==> config.mk <==
export PLATFORM = sky130hd
export DESIGN_NAME = pbt_ram
export DESIGN_NICKNAME = d
export VERILOG_FILES = /design/src/pbt_ram.sv
export SDC_FILE = /design/constraint.sdc
export NUM_CORES = 1
export LEC_CHECK = 0
export BUFFER_PORTS_ARGS = -buffer_cell sky130_fd_sc_hd__clkbuf_2
export CORE_MARGIN = 10
export CORE_UTILIZATION = 50
export DETAILED_ROUTE_END_ITERATION = 10
export PLACE_DENSITY = 0.67
export SYNTH_ARGS = -nofsm -noshare
export SYNTH_HDL_FRONTEND = slang
export SYNTH_SLANG_ARGS = --single-unit
==> constraint.sdc <==
create_clock -name clk -period 1.85 [get_ports clk]
set_input_delay 0 -clock clk [delete_from_list [all_inputs] [get_ports clk]]
set_output_delay 0 -clock clk [all_outputs]
set_load 0.005 [all_outputs]
==> src/pbt_ram.sv <==
`timescale 1ns / 1ps
`default_nettype none

module pbt_ram #(
    parameter int WIDTH = 8,
    parameter int DEPTH = 16
) (
    input  wire logic                     clk,
    input  wire logic                     wr_en,
    input  wire logic [$clog2(DEPTH)-1:0] wr_addr,
    input  wire logic [WIDTH-1:0]         wr_data,
    input  wire logic                     rd_en,
    input  wire logic [$clog2(DEPTH)-1:0] rd_addr,
    output logic      [WIDTH-1:0]         rd_data
);

    logic [WIDTH-1:0] mem [DEPTH];

    // Single write port, registered read port.
    always_ff @(posedge clk)
    begin
        if (wr_en)
        begin
            mem[wr_addr] <= wr_data;
        end
        if (rd_en)
        begin
            rd_data <= mem[rd_addr];
        end
    end

endmodule

`default_nettype wire

After elaboration in Yosys (flattened, before gate mapping)
Memory sizes are Yosys's and may differ from the RTL's. A register that Yosys moved wholly into a read port is not among the register bits.
Index checks and enable logic that the tools add are counted.
Storage, ports and cells
  flip-flop bits (word level): 0
  memory bits (writable): 128
  word-level logic and storage cells: 3
  memories kept: 1
Memories
  mem: depth 16, width 8, read ports 1, clocked after Yosys merged registers in 1, wr ports 1, RTL line 17  | logic [WIDTH-1:0] mem [DEPTH];
Cells by class
  mux-type cells: 2
Operators by type and width (count)
  $mux 1: 2

Logic depth before layout (Yosys ltp)
  word-level depth: 2
  mapped depth: 5

Worst setup path before layout
No wires, ideal clock.
  kind: input-to-reg
  start: input wr_addr[2]
  end: memory mem[0][0], enable pin
  setup time: 0.383 ns
  data arrival time: 1.110 ns
  data required time: 1.467 ns
  path slack: 0.357 ns
  cell stages on the path: 2
  buffers on the path: 0
  cells stage by stage: or3b_2 nor3_1
RTL lines
  start: declaration: RTL line 10  | input wire logic [$clog2(DEPTH)-1:0] wr_addr,
  end: declaration: RTL line 17
Straight into the memory's write port.

==> results by group <==
Flow run
  – Max-cap violations: 0

Critical path
  – Crit start category: flop
  – Critical Path RT: 2110 ps
  – Reg2reg end: rd_data[7]
  – Worst path top cell family by delay: multiplexers
  – RR Startpoint: mem[10][7]
  – Slowest CP cell: mux4_2
  – R2R cell count: 3
  – Crit path cell chain: mux4_2 > a22oi_1 > nand2_1
  – CP arrival: 1690 ps
  – Crit path kind: flop to flop
  – Crit path largest cell delay: ~460 ps
  – CP Capture Type: flop
  – Worst R2R Setup Slack: 410 ps
  – CP max FO: 1
  – CP Buf/Inv Count: 0

Place
  – IO Port Bufs: 26
  – Post-DP HPWL: around 6 mm
  – Cells after DPL: about 400
  – Final GP Congestion: roughly 0.7

GRT
  – Total global-route track usage: 0.1395
  – Vias in the first global route: 2579
  – Total congestion overflow: 0
  – Antenna violations before repair: 0
  – Maximum number of pins on one net before global-route repair: 33
  – First-pass GRT wire length: approximately 15 mm

Drt
  – DR WL/cell: approximately 22 µm
  – Via count: between 2000 and 2500
  – Post-Route WL: 9.561 mm
  – Post-route ant nets: 0
  – Remaining DRCs: 0
  – DR pass1 iterations: 6
  – Iteration-0 DRC Markers: 223
  – Via density: between 5 and 6

Floorplan
  – Starting Density: 0.5086
  – Die height: 122.3 µm
  – Num rows: 37
  – Die area: 14950 µm²
  – Total core area: about 10000 µm²
  – Num ports: 27
  – Chip Width: 122.3 µm

Finish
  – Fin util: 0.6013
  – Layout Cells excl Fill: 440
  – Share of cells above drive strength 1: 0.2829
  – Nets: between 300 and 400
  – Register area: about 4100 µm²
  – Area Overhead vs Synth: 18.21%
  – Layout fillers: 750
  – Multi-input logic area: about 1100 µm²
  – N_diodes: 0

STA
  – Max Freq: approximately 700 MHz
  – Final hold viol count: 0
  – Period minus WS final: around 1400 ps
  – Fin Setup TNS: 0 ps
  – Setup violators final: 0
  – RSZ-0062 raised after global routing: false
  – Clock skew: roughly 5.8 ps
  – Final period util: 0.7768
  – Final Slew Violations: 0
  – Relative slew slack: 0.7405
  – Slew @ Worst Pin: roughly 390 ps

CTS
  – Maximum root-to-sink buffer count: 2
  – Worst-Skew Late Latency: 510 ps
  – CTS tree: done
  – Cts bufs inserted: 17
  – Cts repair resizes: 0
  – Worst-path clk slew: 50 ps
  – CTS Sinks: about 140
  – H-tree depth: 4
  – CTS root buf: clkbuf_8

Pwr
  – Cell internal pwr: 5.217 mW
  – Sequential Power Share: 0.538
  – Pwr/cell area: roughly 1100 nW/µm²
  – Static Leakage: roughly 2.1 nW
  – NetSw: 1.273 mW
  – Combinational Power Share: 0.050
  – Switching part of the total: 0.1962
  – Worst vdd ir: between 0.5 and 0.6 mV
  – Clock power frac: 0.412

Synth
  – Syn_area_per_cell: roughly 23 µm²
  – Syn_nets: 248
  – Flops & latches, synth: ~140
  – Top post-synthesis cells by area: edfxtp_1 78%, mux4_2 7.8%, mux4_1 7.0%, a22oi_1 2.3%, nor2_1 0.93%
  – Post-Synthesis Cells: about 230
  – Distinct cell type count after synthesis: 18
  – Yosys warns: 0
  – Post-synthesis sequential area ratio: 0.7812
  – Synth area leader: edfxtp_1
  – Synth Cell Area: 5228 µm²
  – Post-synth top area share: 0.7812

Min path
  – Worst hold path endpoint: mem[4][2]
  – Hold path startpoint: wr_addr[0]
  – Hold Crit Class: input port to flop
  – Worst hold path depth: 3

Outcome
  – Status: completed
## worst max path at each step
stage	from	endpoint	slack (ps)	cells after the start
finish	mem[10][7]	rd_data[7]	410	3
global route	mem[11][7]	rd_data[7]	350	3
CTS	mem[10][7]	rd_data[7]	380	3
detailed placement	rd_addr[0]	rd_data[1]	290	5
global placement	rd_addr[0]	rd_data[0]	310	5
floorplan	wr_addr[2]	mem[0][0]	360	2
## flip-flops by register name, indices dropped and copies added, names as in the netlist
register and cells:
mem 128, rd_data 8
## synth_stat cells, drive strengths merged
master,instances
a22oi,16
nand3,1
nor3,4
nor2b,1
nand2b,2
clkdlybuf4s25,3
nand3b,2
edfxtp,136
or3b,1
nor2,13
and2b,1
buf,7
nand2,9
mux4,32
and2,1
## cell usage in the layout (no fill, tap or decap)
cell	count
a22oi_1	16
and2_1	1
and2b_1	1
buf_12	2
buf_4	19
clkbuf_1	5
clkbuf_16	16
clkbuf_2	26
clkbuf_8	1
clkinv_1	4
clkinv_2	2
clkinvlp_4	1
dlygate4sd3_1	9
edfxtp_1	136
mux4_1	14
mux4_2	18
nand2_1	9
nand2b_1	2
nand3_1	1
nand3b_1	2
nor2_1	13
nor2b_1	1
nor3_1	4
or3b_2	1
## timing repair
item,CTS,global route
hold endpoints to repair,136,0
endpoints found under the setup margin,0,0
hold buffers,9,0
setup buffers,0,0
## area by class of cell
type,count,area share
well taps,136,0.02754
repair buffers,56,0.06520
clock buffers,22,0.07005
clock inverters,7,0.005264
flip-flops and latches,136,0.6609
multi-input cells,83,0.1711
## through the flow
step	hold slack, ps	setup slack (ps)	instance area [µm²]	power (mW)
detailed placement	406.4	285.2	5624	3.873
finish	47.63	412.9	6180	6.491
global route	60.64	348.6	6180	6.698
global placement	410.4	305.3	5624	3.865
CTS	27.49	376.9	6180	6.546
floorplan	98.87	357.1	5228	3.725
## worst register-to-register path, cell delays in order (launching register included)
cell and delay (ps):
edfxtp_1 360, mux4_2 460, a22oi_1 280, nand2_1 80
## routing by layer
layer  wire [µm]  up-vias  GRT usage  share of wire
met5           0        -          0              0
met4         193        0    0.06775          0.020
met3         443       12    0.03994          0.046
met2        4576       56     0.2090           0.48
met1        4347     1266     0.1850           0.45
li1            -     1110          -              -
## logic make-up after synthesis
| kind of cell | after synthesis | share of synthesized area |
|---|---|---|
| simple gates | 35 | 0.03136 |
| flops | 136 | 0.7812 |
| mux | 32 | 0.1479 |
| compound gates | 16 | 0.02298 |
| buf+inv | 10 | 0.01651 |
## power groups by stage
stage          Combinational, mW  Clock [mW]  Sequential (mW)
2_1_floorplan              0.175           0             3.55
3_3_place_gp               0.314           0             3.55
3_5_place_dp               0.319           0             3.55
6_report                   0.327        2.67             3.49
5_1_grt                    0.358        2.84             3.50
4_1_cts                    0.335        2.72             3.49
No activity file was read; power rests on OpenSTA's default activity.
