## src/pbt_pkg.sv

```systemverilog
`timescale 1ns / 1ps
`default_nettype none

package pbt_pkg;

    // Sizes of the store and of the sequence.
    localparam int MAX_ITEMS   = 4096;
    localparam int VALUE_BITS  = 19;
    localparam int PATH_NODES  = VALUE_BITS + 1;
    localparam int STORE_DEPTH = 1 + MAX_ITEMS * PATH_NODES;
    localparam int ADDR_BITS   = $clog2(STORE_DEPTH);
    localparam int CNT_BITS    = $clog2(MAX_ITEMS + 1);
    localparam int IDX_BITS    = 13;
    localparam int LVL_BITS    = $clog2(PATH_NODES);
    localparam int NODE_BITS   = CNT_BITS + 2 * ADDR_BITS;

    // One trie node: count of values below it and the two child addresses.
    typedef struct packed {
        logic [CNT_BITS-1:0]             count;
        logic [1:0][ADDR_BITS-1:0]       next;
    } node_t;

    typedef enum logic [2:0] {
        OP_PUSH   = 3'd0,
        OP_XOR    = 3'd1,
        OP_POP    = 3'd2,
        OP_RANK   = 3'd3,
        OP_SELECT = 3'd4
    } op_t;

    typedef enum logic [2:0] {
        STAT_OK        = 3'd0,
        STAT_BAD_RANGE = 3'd1,
        STAT_FULL      = 3'd2,
        STAT_CLIPPED   = 3'd3,
        STAT_BAD_K     = 3'd4
    } status_t;

    typedef enum logic [3:0] {
        S_IDLE,
        S_Q_RA,
        S_Q_RB,
        S_Q_CAP,
        S_L_RA,
        S_L_RB,
        S_L_DEC,
        S_Q_FIN,
        S_P_RD,
        S_P_WR,
        S_DONE
    } state_t;

    // Result handed from the engine to the output register.
    typedef struct packed {
        logic                  valid;
        logic [VALUE_BITS-1:0] answer;
        status_t               status;
    } result_t;

    // First node address of a version.
    function automatic logic [ADDR_BITS-1:0] root_of(input logic [IDX_BITS-1:0] version);
        root_of = ADDR_BITS'(version) * ADDR_BITS'(PATH_NODES) + ADDR_BITS'(1);
    endfunction

endpackage

`default_nettype wire

```

## src/pbt_engine.sv

```systemverilog
`timescale 1ns / 1ps
`default_nettype none

module pbt_engine (
    input  wire logic                            clk,
    input  wire logic                            rst_n,
    input  wire logic                            in_valid,
    output logic                                 in_ready,
    input  wire logic [2:0]                      opcode,
    input  wire logic [pbt_pkg::VALUE_BITS-1:0]  value,
    input  wire logic [pbt_pkg::IDX_BITS-1:0]    left_index,
    input  wire logic [pbt_pkg::IDX_BITS-1:0]    right_index,
    input  wire logic [pbt_pkg::IDX_BITS-1:0]    amount,
    output logic                                 rd_en,
    output logic [pbt_pkg::ADDR_BITS-1:0]        rd_addr,
    input  wire logic [pbt_pkg::NODE_BITS-1:0]   rd_data,
    output logic                                 wr_en,
    output logic [pbt_pkg::ADDR_BITS-1:0]        wr_addr,
    output logic [pbt_pkg::NODE_BITS-1:0]        wr_data,
    output pbt_pkg::result_t                     res,
    input  wire logic                            res_ready
);

    localparam int VB = pbt_pkg::VALUE_BITS;
    localparam int AB = pbt_pkg::ADDR_BITS;
    localparam int CB = pbt_pkg::CNT_BITS;
    localparam int IB = pbt_pkg::IDX_BITS;
    localparam int LB = pbt_pkg::LVL_BITS;

    pbt_pkg::state_t  state_reg, state_next;
    pbt_pkg::op_t     op_reg, op_next;
    pbt_pkg::status_t status_reg, status_next;
    logic [IB-1:0]    len_reg, len_next;
    logic [IB-1:0]    amt_reg, amt_next;
    logic [VB-1:0]    key_reg, key_next;
    logic [VB-1:0]    acc_reg, acc_next;
    logic [LB-1:0]    level_reg, level_next;
    logic [AB-1:0]    pa_reg, pa_next;
    logic [AB-1:0]    pb_reg, pb_next;
    logic [AB-1:0]    wptr_reg, wptr_next;
    pbt_pkg::node_t   node_a_reg, node_a_next;
    pbt_pkg::node_t   node_b_reg, node_b_next;
    pbt_pkg::node_t   ca_reg, ca_next;
    logic             t_reg, t_next;
    logic             forced_reg, forced_next;
    logic             zero_reg, zero_next;

    pbt_pkg::node_t   rdm;
    pbt_pkg::node_t   wnode;
    logic [IB-1:0]    span;
    logic [CB-1:0]    zr;
    logic [VB-1:0]    key_sh;
    logic             kbit;
    logic             num;

    // Node zero and addresses past the store read as the empty node.
    assign rdm    = zero_reg ? '0 : pbt_pkg::node_t'(rd_data);
    assign span   = right_index - left_index + IB'(1);
    assign zr     = ca_reg.count - rdm.count;
    assign kbit   = key_reg[VB-1];
    assign key_sh = key_reg << 1;

    // Control state and payload registers.
    always_ff @(posedge clk or negedge rst_n)
    begin
        if (!rst_n)
        begin
            state_reg <= pbt_pkg::S_IDLE;
            len_reg   <= '0;
            zero_reg  <= 1'b0;
        end
        else
        begin
            state_reg <= state_next;
            len_reg   <= len_next;
            zero_reg  <= zero_next;
        end
    end

    always_ff @(posedge clk)
    begin
        op_reg     <= op_next;
        status_reg <= status_next;
        amt_reg    <= amt_next;
        key_reg    <= key_next;
        acc_reg    <= acc_next;
        level_reg  <= level_next;
        pa_reg     <= pa_next;
        pb_reg     <= pb_next;
        wptr_reg   <= wptr_next;
        node_a_reg <= node_a_next;
        node_b_reg <= node_b_next;
        ca_reg     <= ca_next;
        t_reg      <= t_next;
        forced_reg <= forced_next;
    end

    // Sequencer: decode, query descent and push path copy.
    always_comb
    begin
        state_next  = state_reg;
        op_next     = op_reg;
        status_next = status_reg;
        len_next    = len_reg;
        amt_next    = amt_reg;
        key_next    = key_reg;
        acc_next    = acc_reg;
        level_next  = level_reg;
        pa_next     = pa_reg;
        pb_next     = pb_reg;
        wptr_next   = wptr_reg;
        node_a_next = node_a_reg;
        node_b_next = node_b_reg;
        ca_next     = ca_reg;
        t_next      = t_reg;
        forced_next = forced_reg;
        in_ready    = 1'b0;
        rd_en       = 1'b0;
        rd_addr     = '0;
        wr_en       = 1'b0;
        wr_addr     = wptr_reg;
        wnode       = rdm;
        num         = 1'b0;
        res.valid   = 1'b0;
        res.answer  = acc_reg;
        res.status  = status_reg;

        case (state_reg)
            pbt_pkg::S_IDLE:
            begin
                in_ready = 1'b1;
                if (in_valid)
                begin
                    op_next     = pbt_pkg::op_t'(opcode);
                    key_next    = value;
                    amt_next    = amount;
                    acc_next    = '0;
                    level_next  = '0;
                    forced_next = 1'b0;
                    status_next = pbt_pkg::STAT_OK;
                    state_next  = pbt_pkg::S_DONE;
                    case (pbt_pkg::op_t'(opcode))
                        pbt_pkg::OP_PUSH:
                        begin
                            if (len_reg >= IB'(pbt_pkg::MAX_ITEMS))
                            begin
                                status_next = pbt_pkg::STAT_FULL;
                            end
                            else
                            begin
                                wptr_next  = pbt_pkg::root_of(len_reg);
                                pa_next    = (len_reg == '0) ? '0 :
                                             pbt_pkg::root_of(len_reg - IB'(1));
                                state_next = pbt_pkg::S_P_RD;
                            end
                        end
                        pbt_pkg::OP_POP:
                        begin
                            if (amount > len_reg)
                            begin
                                len_next    = '0;
                                status_next = pbt_pkg::STAT_CLIPPED;
                            end
                            else
                            begin
                                len_next = len_reg - amount;
                            end
                        end
                        pbt_pkg::OP_XOR, pbt_pkg::OP_RANK, pbt_pkg::OP_SELECT:
                        begin
                            if (left_index == '0 || left_index > right_index ||
                                right_index > len_reg)
                            begin
                                status_next = pbt_pkg::STAT_BAD_RANGE;
                            end
                            else if (pbt_pkg::op_t'(opcode) == pbt_pkg::OP_SELECT &&
                                     (amount == '0 || amount > span))
                            begin
                                status_next = pbt_pkg::STAT_BAD_K;
                            end
                            else
                            begin
                                pa_next    = pbt_pkg::root_of(right_index - IB'(1));
                                pb_next    = (left_index == IB'(1)) ? '0 :
                                             pbt_pkg::root_of(left_index - IB'(2));
                                state_next = pbt_pkg::S_Q_RA;
                            end
                        end
                        default:
                        begin
                            status_next = pbt_pkg::STAT_OK;
                        end
                    endcase
                end
            end

            // Fetch the two version roots.
            pbt_pkg::S_Q_RA:
            begin
                rd_en      = 1'b1;
                rd_addr    = pa_reg;
                state_next = pbt_pkg::S_Q_RB;
            end
            pbt_pkg::S_Q_RB:
            begin
                node_a_next = rdm;
                rd_en       = 1'b1;
                rd_addr     = pb_reg;
                state_next  = pbt_pkg::S_Q_CAP;
            end
            pbt_pkg::S_Q_CAP:
            begin
                node_b_next = rdm;
                t_next      = (op_reg == pbt_pkg::OP_XOR) ? ~kbit : 1'b0;
                state_next  = pbt_pkg::S_L_RA;
            end

            // One level: read both children on side t, then decide.
            pbt_pkg::S_L_RA:
            begin
                rd_en      = 1'b1;
                rd_addr    = node_a_reg.next[t_reg];
                state_next = pbt_pkg::S_L_RB;
            end
            pbt_pkg::S_L_RB:
            begin
                ca_next    = rdm;
                rd_en      = 1'b1;
                rd_addr    = node_b_reg.next[t_reg];
                state_next = pbt_pkg::S_L_DEC;
            end
            pbt_pkg::S_L_DEC:
            begin
                if (forced_reg)
                begin
                    num = t_reg;
                end
                else
                begin
                    case (op_reg)
                        pbt_pkg::OP_XOR:
                        begin
                            num      = (ca_reg.count <= rdm.count) ? ~t_reg : t_reg;
                            acc_next = {acc_reg[VB-2:0], num};
                        end
                        pbt_pkg::OP_RANK:
                        begin
                            num = kbit;
                            if (kbit)
                            begin
                                acc_next = acc_reg + VB'(zr);
                            end
                        end
                        default:
                        begin
                            num = (amt_reg > IB'(zr));
                            if (num)
                            begin
                                amt_next = amt_reg - IB'(zr);
                            end
                            acc_next = {acc_reg[VB-2:0], num};
                        end
                    endcase
                end
                if (num != t_reg)
                begin
                    // Other side wanted: fetch its children and descend.
                    t_next      = num;
                    forced_next = 1'b1;
                    state_next  = pbt_pkg::S_L_RA;
                end
                else
                begin
                    node_a_next = ca_reg;
                    node_b_next = rdm;
                    key_next    = key_sh;
                    forced_next = 1'b0;
                    level_next  = level_reg + LB'(1);
                    t_next      = (op_reg == pbt_pkg::OP_XOR) ? ~key_sh[VB-1] : 1'b0;
                    state_next  = (level_reg == LB'(VB - 1)) ? pbt_pkg::S_Q_FIN :
                                  pbt_pkg::S_L_RA;
                end
            end
            pbt_pkg::S_Q_FIN:
            begin
                if (op_reg == pbt_pkg::OP_RANK)
                begin
                    acc_next = acc_reg + VB'(node_a_reg.count - node_b_reg.count);
                end
                state_next = pbt_pkg::S_DONE;
            end

            // Push: copy the previous path node by node, a read and then a write per node.
            pbt_pkg::S_P_RD:
            begin
                rd_en      = 1'b1;
                rd_addr    = pa_reg;
                state_next = pbt_pkg::S_P_WR;
            end
            pbt_pkg::S_P_WR:
            begin
                wnode.count = rdm.count + CB'(1);
                wr_en       = 1'b1;
                if (level_reg == LB'(VB))
                begin
                    len_next   = len_reg + IB'(1);
                    state_next = pbt_pkg::S_DONE;
                end
                else
                begin
                    pa_next          = rdm.next[kbit];
                    wnode.next[kbit] = wptr_reg + AB'(1);
                    wptr_next        = wptr_reg + AB'(1);
                    key_next         = key_sh;
                    level_next       = level_reg + LB'(1);
                    state_next       = pbt_pkg::S_P_RD;
                end
            end

            pbt_pkg::S_DONE:
            begin
                res.valid = 1'b1;
                if (op_reg != pbt_pkg::OP_XOR && op_reg != pbt_pkg::OP_RANK &&
                    op_reg != pbt_pkg::OP_SELECT)
                begin
                    res.answer = '0;
                end
                if (status_reg != pbt_pkg::STAT_OK)
                begin
                    res.answer = '0;
                end
                if (res_ready)
                begin
                    state_next = pbt_pkg::S_IDLE;
                end
            end

            default:
            begin
                state_next = pbt_pkg::S_IDLE;
            end
        endcase
    end

    assign wr_data   = wnode;
    assign zero_next = rd_en && (rd_addr == '0 || rd_addr >= AB'(pbt_pkg::STORE_DEPTH));

    // The sentinel node is never overwritten.
    a_no_sentinel_write: assert property (@(posedge clk) disable iff (!rst_n)
        wr_en |-> wr_addr != '0)
        else $error("write to the sentinel node");

    // A push writes only the fresh path, never the node it reads.
    a_no_overlap: assert property (@(posedge clk) disable iff (!rst_n)
        wr_en |-> $past(rd_addr) != wr_addr || $past(rd_addr) == '0)
        else $error("push path overwrote its source node");

    // The sequence never grows beyond its capacity.
    a_len_bound: assert property (@(posedge clk) disable iff (!rst_n)
        len_reg <= IB'(pbt_pkg::MAX_ITEMS))
        else $error("sequence length above capacity");

    // Length changes only when an operation completes its work.
    a_len_change: assert property (@(posedge clk) disable iff (!rst_n)
        (len_reg != $past(len_reg)) |-> ($past(state_reg) == pbt_pkg::S_IDLE ||
                                        $past(state_reg) == pbt_pkg::S_P_WR))
        else $error("length changed mid-operation");

endmodule

`default_nettype wire

```

## config.mk

```make
export PLATFORM = sky130hd
export DESIGN_NAME = pbt_engine
export DESIGN_NICKNAME = d
export VERILOG_FILES = /design/src/pbt_pkg.sv /design/src/pbt_engine.sv
export SDC_FILE = /design/constraint.sdc
export NUM_CORES = 1
export LEC_CHECK = 0
export BUFFER_PORTS_ARGS = -buffer_cell sky130_fd_sc_hd__buf_2
export CORE_AREA = 10 10 209 211
export DETAILED_ROUTE_END_ITERATION = 16
export DIE_AREA = 0 0 219 221
export PLACE_DENSITY = 0.8
export SYNTH_ARGS = -nofsm -noshare
export SYNTH_HDL_FRONTEND = slang
export SYNTH_SLANG_ARGS = --single-unit
```

## constraint.sdc

```tcl
create_clock -name clk -period 5.3 [get_ports clk]
set_input_delay 0.795 -clock clk [delete_from_list [all_inputs] [get_ports clk]]
set_output_delay 0.795 -clock clk [all_outputs]
set_load 0.005 [all_outputs]
```

* Word-level counts from Yosys, hierarchy flattened *
Index checks and enable logic that the tools add are counted.

cells by class
  add/subtract/negate cells = 19
  equality and inequality tests = 40
  mux-type cells = 86
  reductions and logical operators = 38
  $lt $le $gt $ge = 11
  bitwise gates (word level) = 5
  multiply operators = 4

operator list
  operator                 count
  $mux W17                 17
  $mux W47                 4
  $pmux W47 S2             2
  $mux W19                 9
  $pmux W19 S3             2
  $mux W13                 8
  $pmux W17 S2             3
  $add A17 B1 Y17 const B  5
  $pmux W17 S4             1
  $gt A13 B13 Y1           5
  $mul A13 B3 Y15 const B  4
  $pmux W13 S2             2
  $sub A13 B13 Y13         4
  $pmux W4 S11             1
  $add A13 B1 Y13 const B  3
  $logic_not A13 Y1        3
  $pmux W19 S2             1
  $bwmux W34               1
  $mux W34                 1
  $sub A13 B1 Y13 const B  2
  $mux W20                 1
  $ne A2 B2 Y1 const B     10
  $reduce_and A5 Y1        4
  $add A19 B13 Y19         1
  other kinds (47)         109

word-level totals
  output and inout port bits = 107
  bits in registers = 274
  input bits = 112
  word-level logic and storage cells = 226

* Depth between registers and ports, before layout *
  depth in word-level cells = 10
  depth in mapped cells = 24
  mapped depth without buffers = 23

* Least setup slack after synthesis *
OpenSTA, ideal clock, no wires.

  kind = in2reg
  start = input rd_data[34] in the netlist's numbering
  end = register node_b_reg[0] in the netlist's numbering (enable)
  stages on the path = 22
  path slack = -615 ps
  required time = 4888 ps
  arrival time = 5503 ps
  cell sequence = nand2b_1 > inv_1 > ha_1 > fa_1 > nor2b_1 > o21ai_1 > nand2b_1 > a21o_1 > a21o_1 > a21o_1 > a41o_1 > o41ai_2 > xor2_1 > ha_1 > nand4_1 > nor4_2 > or3_1 > o21ai_0 > a211oi_1 > a21oi_1 > nand2_1 > o31a_1

on the way
  word-level cells in the longest chain between the ends = 9
  elaborated cells between the ends (all ways) = 11
  classes of those cells = add/sub (1); order compare (2); eq/ne (2); mux (5); reduce/logical (1)

RTL lines
  element                                             line                                  text
  start, declared                                     pbt_engine.sv:16                      input wire logic [pbt_pkg::NODE_BITS-1:0] rd_data,
  $mux W47 (*)                                        pbt_engine.sv:57                      assign rdm = zero_reg ? '0 : pbt_pkg::node_t'(rd_data);
  $sub A13 B13 Y13 or $le A13 B13 Y1 (tied branches)  pbt_engine.sv:59, pbt_engine.sv:243
  $gt A13 B13 Y1 or $mux W1 (tied branches)           pbt_engine.sv:256, pbt_engine.sv:243
  $pmux W1 S2 (*)                                     pbt_engine.sv:240                     case (op_reg)
  $mux W1 (*)                                         pbt_engine.sv:234                     if (forced_reg)
  $mux W1 (*)                                         pbt_engine.sv:128                     case (state_reg)
  $ne A1 B1 Y1 (*)                                    pbt_engine.sv:265                     if (num != t_reg)
  $ne A2 B2 Y1 (no source line) (*)                   -
  $reduce_and A2 Y1 (no source line) (*)              -
  end signal, assigned                                pbt_engine.sv:92                      node_b_reg <= node_b_next;
  end, declared                                       pbt_engine.sv:42                      pbt_pkg::node_t node_b_reg, node_b_next;

Every way passes the cells marked *; elsewhere a longest branch is shown, timed or not. The select of a mux whose other input is x is not followed.
A chain may end at the register's enable or synchronous reset.

* Final worst setup path *
  start = register zero_reg
  end = register level_reg[0] (enable)

on the way
  word-level cells in the longest chain between the ends = 9
  elaborated cells between the ends (all ways) = 11
  classes of those cells = add/sub (1); order compare (2); eq/ne (2); mux (5); reduce/logical (1)

RTL lines
  element                                             line                                  text
  start, declared                                     pbt_engine.sv:46                      logic zero_reg, zero_next;
  start signal, assigned                              pbt_engine.sv:76                      zero_reg <= zero_next;
  $mux W47 (*)                                        pbt_engine.sv:57
  $sub A13 B13 Y13 or $le A13 B13 Y1 (tied branches)  pbt_engine.sv:59, pbt_engine.sv:243
  $gt A13 B13 Y1 or $mux W1 (tied branches)           pbt_engine.sv:256, pbt_engine.sv:243
  $pmux W1 S2 (*)                                     pbt_engine.sv:240
  $mux W1 (*)                                         pbt_engine.sv:234
  $mux W1 (*)                                         pbt_engine.sv:128
  $ne A1 B1 Y1 (*)                                    pbt_engine.sv:265
  $ne A2 B2 Y1 (no source line) (*)                   -
  $reduce_and A4 Y1 (no source line) (*)              -
  end signal, assigned                                pbt_engine.sv:87                      level_reg <= level_next;
  end, declared                                       pbt_engine.sv:37                      logic [LB-1:0] level_reg, level_next;

Marked as above.

==> summary.txt <==
Yosys
  • Top post-synthesis cells by area: edfxtp_1 36%, ha_1 14%, xnor2_1 4.4%
  • Post-synth EDFFs: 255
  • Warnings, synthesis: 0
  • Cells after Synth: 2260
  • Syn avg cell area: 9.53 µm²
  • Synth unique cells: 85
  • Top_reg_cell synth: edfxtp_1
  • Area leader, netlist: edfxtp_1
  • Ys async rst share: 6.59%
  • Synth Register Bits: 273
  • Netlist Area Pre-Place: 0.0215 mm²
  • Sequential-to-total area share from yosys stat: 37.7%
  • Area fraction of the dominant cell type after synthesis: 35.6%
  • Syn nets: 2623

Route
  • WL per Instance: 22.1 µm
  • Routed vias: 19.0k
  • Routed wire length: 67400 µm
  • Vias per cell: 6.23
  • DRC Markers: 0
  • Drt pass-1 iters: 5
  • DRT iter0 DRCs: 1959
  • Detail Route Antenna Nets: 0

Hold path
  • Worst Hold Class: in -> async

Clocking
  • Clk sink count: 273
  • Hold-fix buffers at CTS: 0
  • CTS tree: yes
  • Clk buf depth: 3
  • H-tree depth: 1
  • Root buf cell: clkbuf_16
  • Clock Latency Late Sink: 0.57 ns
  • Reg clk slew, reported paths: 0.06 ns
  • CTS buffer count: 28

Layout
  • Share of cells above drive strength 1: 15.9%
  • Fin cells: 3048
  • Synth-to-layout area growth: 14.2%
  • Cell area after layout: 0.0246 mm²
  • Most frequent cells in the layout: 255 x edfxtp_1, 240 x ha_1, 218 x buf_2
  • Layout Utilization: 62.3%
  • Most common cell after layout, fill and taps aside: edfxtp_1
  • Number of fill cells: 3307
  • Final net count: 2860

Global route
  • Global-route wire length before repair: 102000 µm
  • Largest net degree at the start of global routing: 84
  • Met1 usage: 33.1%
  • Antenna violations before repair: 3
  • Grt total ovfl: 0
  • GRT met3 Usage: 3.42%
  • Most used routing layer: met2
  • GRT Util Overall: 26.2%
  • Vias in the first global route: 18.3k
  • Met2 usage: 44.3%

Timing
  • Skew final: 0.0281 ns
  • Max_slew headroom: -12.0%
  • Least-Margin Pin Slew: 1.68 ns
  • Period utilization: 96.5%
  • Final Hold Fails: 0
  • Hold WS: 0.224 ns
  • Peak Freq: 195 MHz
  • Final setup viols: 0
  • Slew Limit Fails: 8
  • Setup TNS: 0 ns
  • Setup WS post-layout: 0.184 ns
  • Final min period: 5.12 ns

Worst setup path
  • Startpoint Class: flip-flop
  • Kind of critical path: reg -> reg
  • Worst Setup End Kind: flip-flop
  • Crit-path max FO: 12
  • Critical path arrival: 5.40 ns
  • Crit path required time: 5.59 ns

Die
  • Rows: 73
  • Die Ht: 221 µm
  • Die X: 219 µm
  • Core ar.: 0.0395 mm²
  • Initial Util: 54.6%
  • IO Pins: 219
  • Area of the die: 0.0484 mm²

Flow run
  • Max_cap viols: 1

Power and ir drop
  • Max rail drop VDD: 0.305 mV
  • Pwr Total: 15.1 mW
  • Power density over the cells: 615 mW/mm²
  • Static leakage: 10.6 nW

Outcome
  • Outcome: finished, violations left
  • Failing checks: max-capacitance violations, max-slew violations

Place
  • Port Buf Inserts: 218
  • Placed Area: 0.0234 mm²
  • Placed insts: 2979
  • Placer congestion estimate: 0.957
  • DP Wirelength: 51700 µm
  • Setup slack after placement: -0.313 ns
## path summary, 6_finish.rpt
kind | startpoint | end | slack, ns | cells after the start
worst max-delay path | zero_reg | level_reg[0] | 0.18 | 22
worst min-delay path | rst_n | state_reg[2] | 0.22 | 1
worst max register to register | zero_reg | level_reg[0] | 0.18 | 22
worst min register to register | ca_reg[7] | node_a_reg[7] | 0.51 | 2
max in group asynchronous | rst_n | zero_reg | 4.67 | 1
min in group clk | opcode[1] | op_reg[1] | 0.49 | 1
## synthesized netlist by cell type, drive strengths merged, types with 48 or more instances
cell type,n
clkbuf,50
ha,241
edfxtp,255
o21ai,154
nand2b,59
nor2,155
inv,166
xor2,71
nand3,48
nand2,194
a21oi,148
a21o,57
xnor2,108
nor3,50
## worst max-delay path: stages (launching register included)
cell and delay [ns]:
dfrtp_2 0.43, nand2b_4 0.17, inv_1 0.09, ha_2 0.20, fa_2 0.21, nor2b_1 0.06
o21ai_1 0.13, nand2b_1 0.09, a21o_1 0.18, a21o_1 0.18, a21o_1 0.20, a41o_1 0.22
o41ai_4 0.40, xor2_1 0.12, ha_1 0.34, nand4_1 0.19, nor4_4 0.33, nor3_1 0.09
a21oi_1 0.17, o41ai_1 0.11, a21oi_2 0.24, nand2_4 0.19, o31a_4 0.48
## repair_timing
item,4_1_cts,5_1_grt
setup buffers,0,5
pin swaps,1,15
hold endpoints to repair,0,0
gates resized for setup,1,15
endpoints found under the setup margin,62,118
cloned,0,8
## cell families (layout without fill, tap and decap cells)
| kind of cell | count (synthesis) | count (layout) | share of synthesized area, % |
|---|---|---|---|
| AOI/OAI and AO/OA | 573 | 580 | 17.0 |
| muxes | 63 | 63 | 3.05 |
| DFF | 273 | 273 | 37.7 |
| other | 0 | 4 | 0 |
| buffers and inverters | 244 | 496 | 4.53 |
| adders and majority gates | 252 | 252 | 15.0 |
| xor gates and xnor gates | 179 | 179 | 7.28 |
| and+or+nand+nor | 676 | 676 | 15.5 |
## power breakdown
part	switching, mW	internal (mW)
registers	0.562	3.35
logic	5.34	3.82
clock network	0.875	1.19
## routing by layer
metal,vias to the layer above,part of all wire [%]
met5,-,0
met4,0,4.5
li1,8734,-
met1,9108,39
met2,963,48
met3,175,8.7
## layout make-up
class	count	area [µm²]	share of cell area (%)
clock inverters	19	221	0.900
inverters	167	627	2.55
flip-flops and latches	273	8110	33.0
repair buffers	277	1580	6.43
clock buffers	33	729	2.97
well taps	525	657	2.67
diodes	4	10.0	0.0407
multi-input cells	1750	12700	51.5
Power figures use the tool's default switching activity.
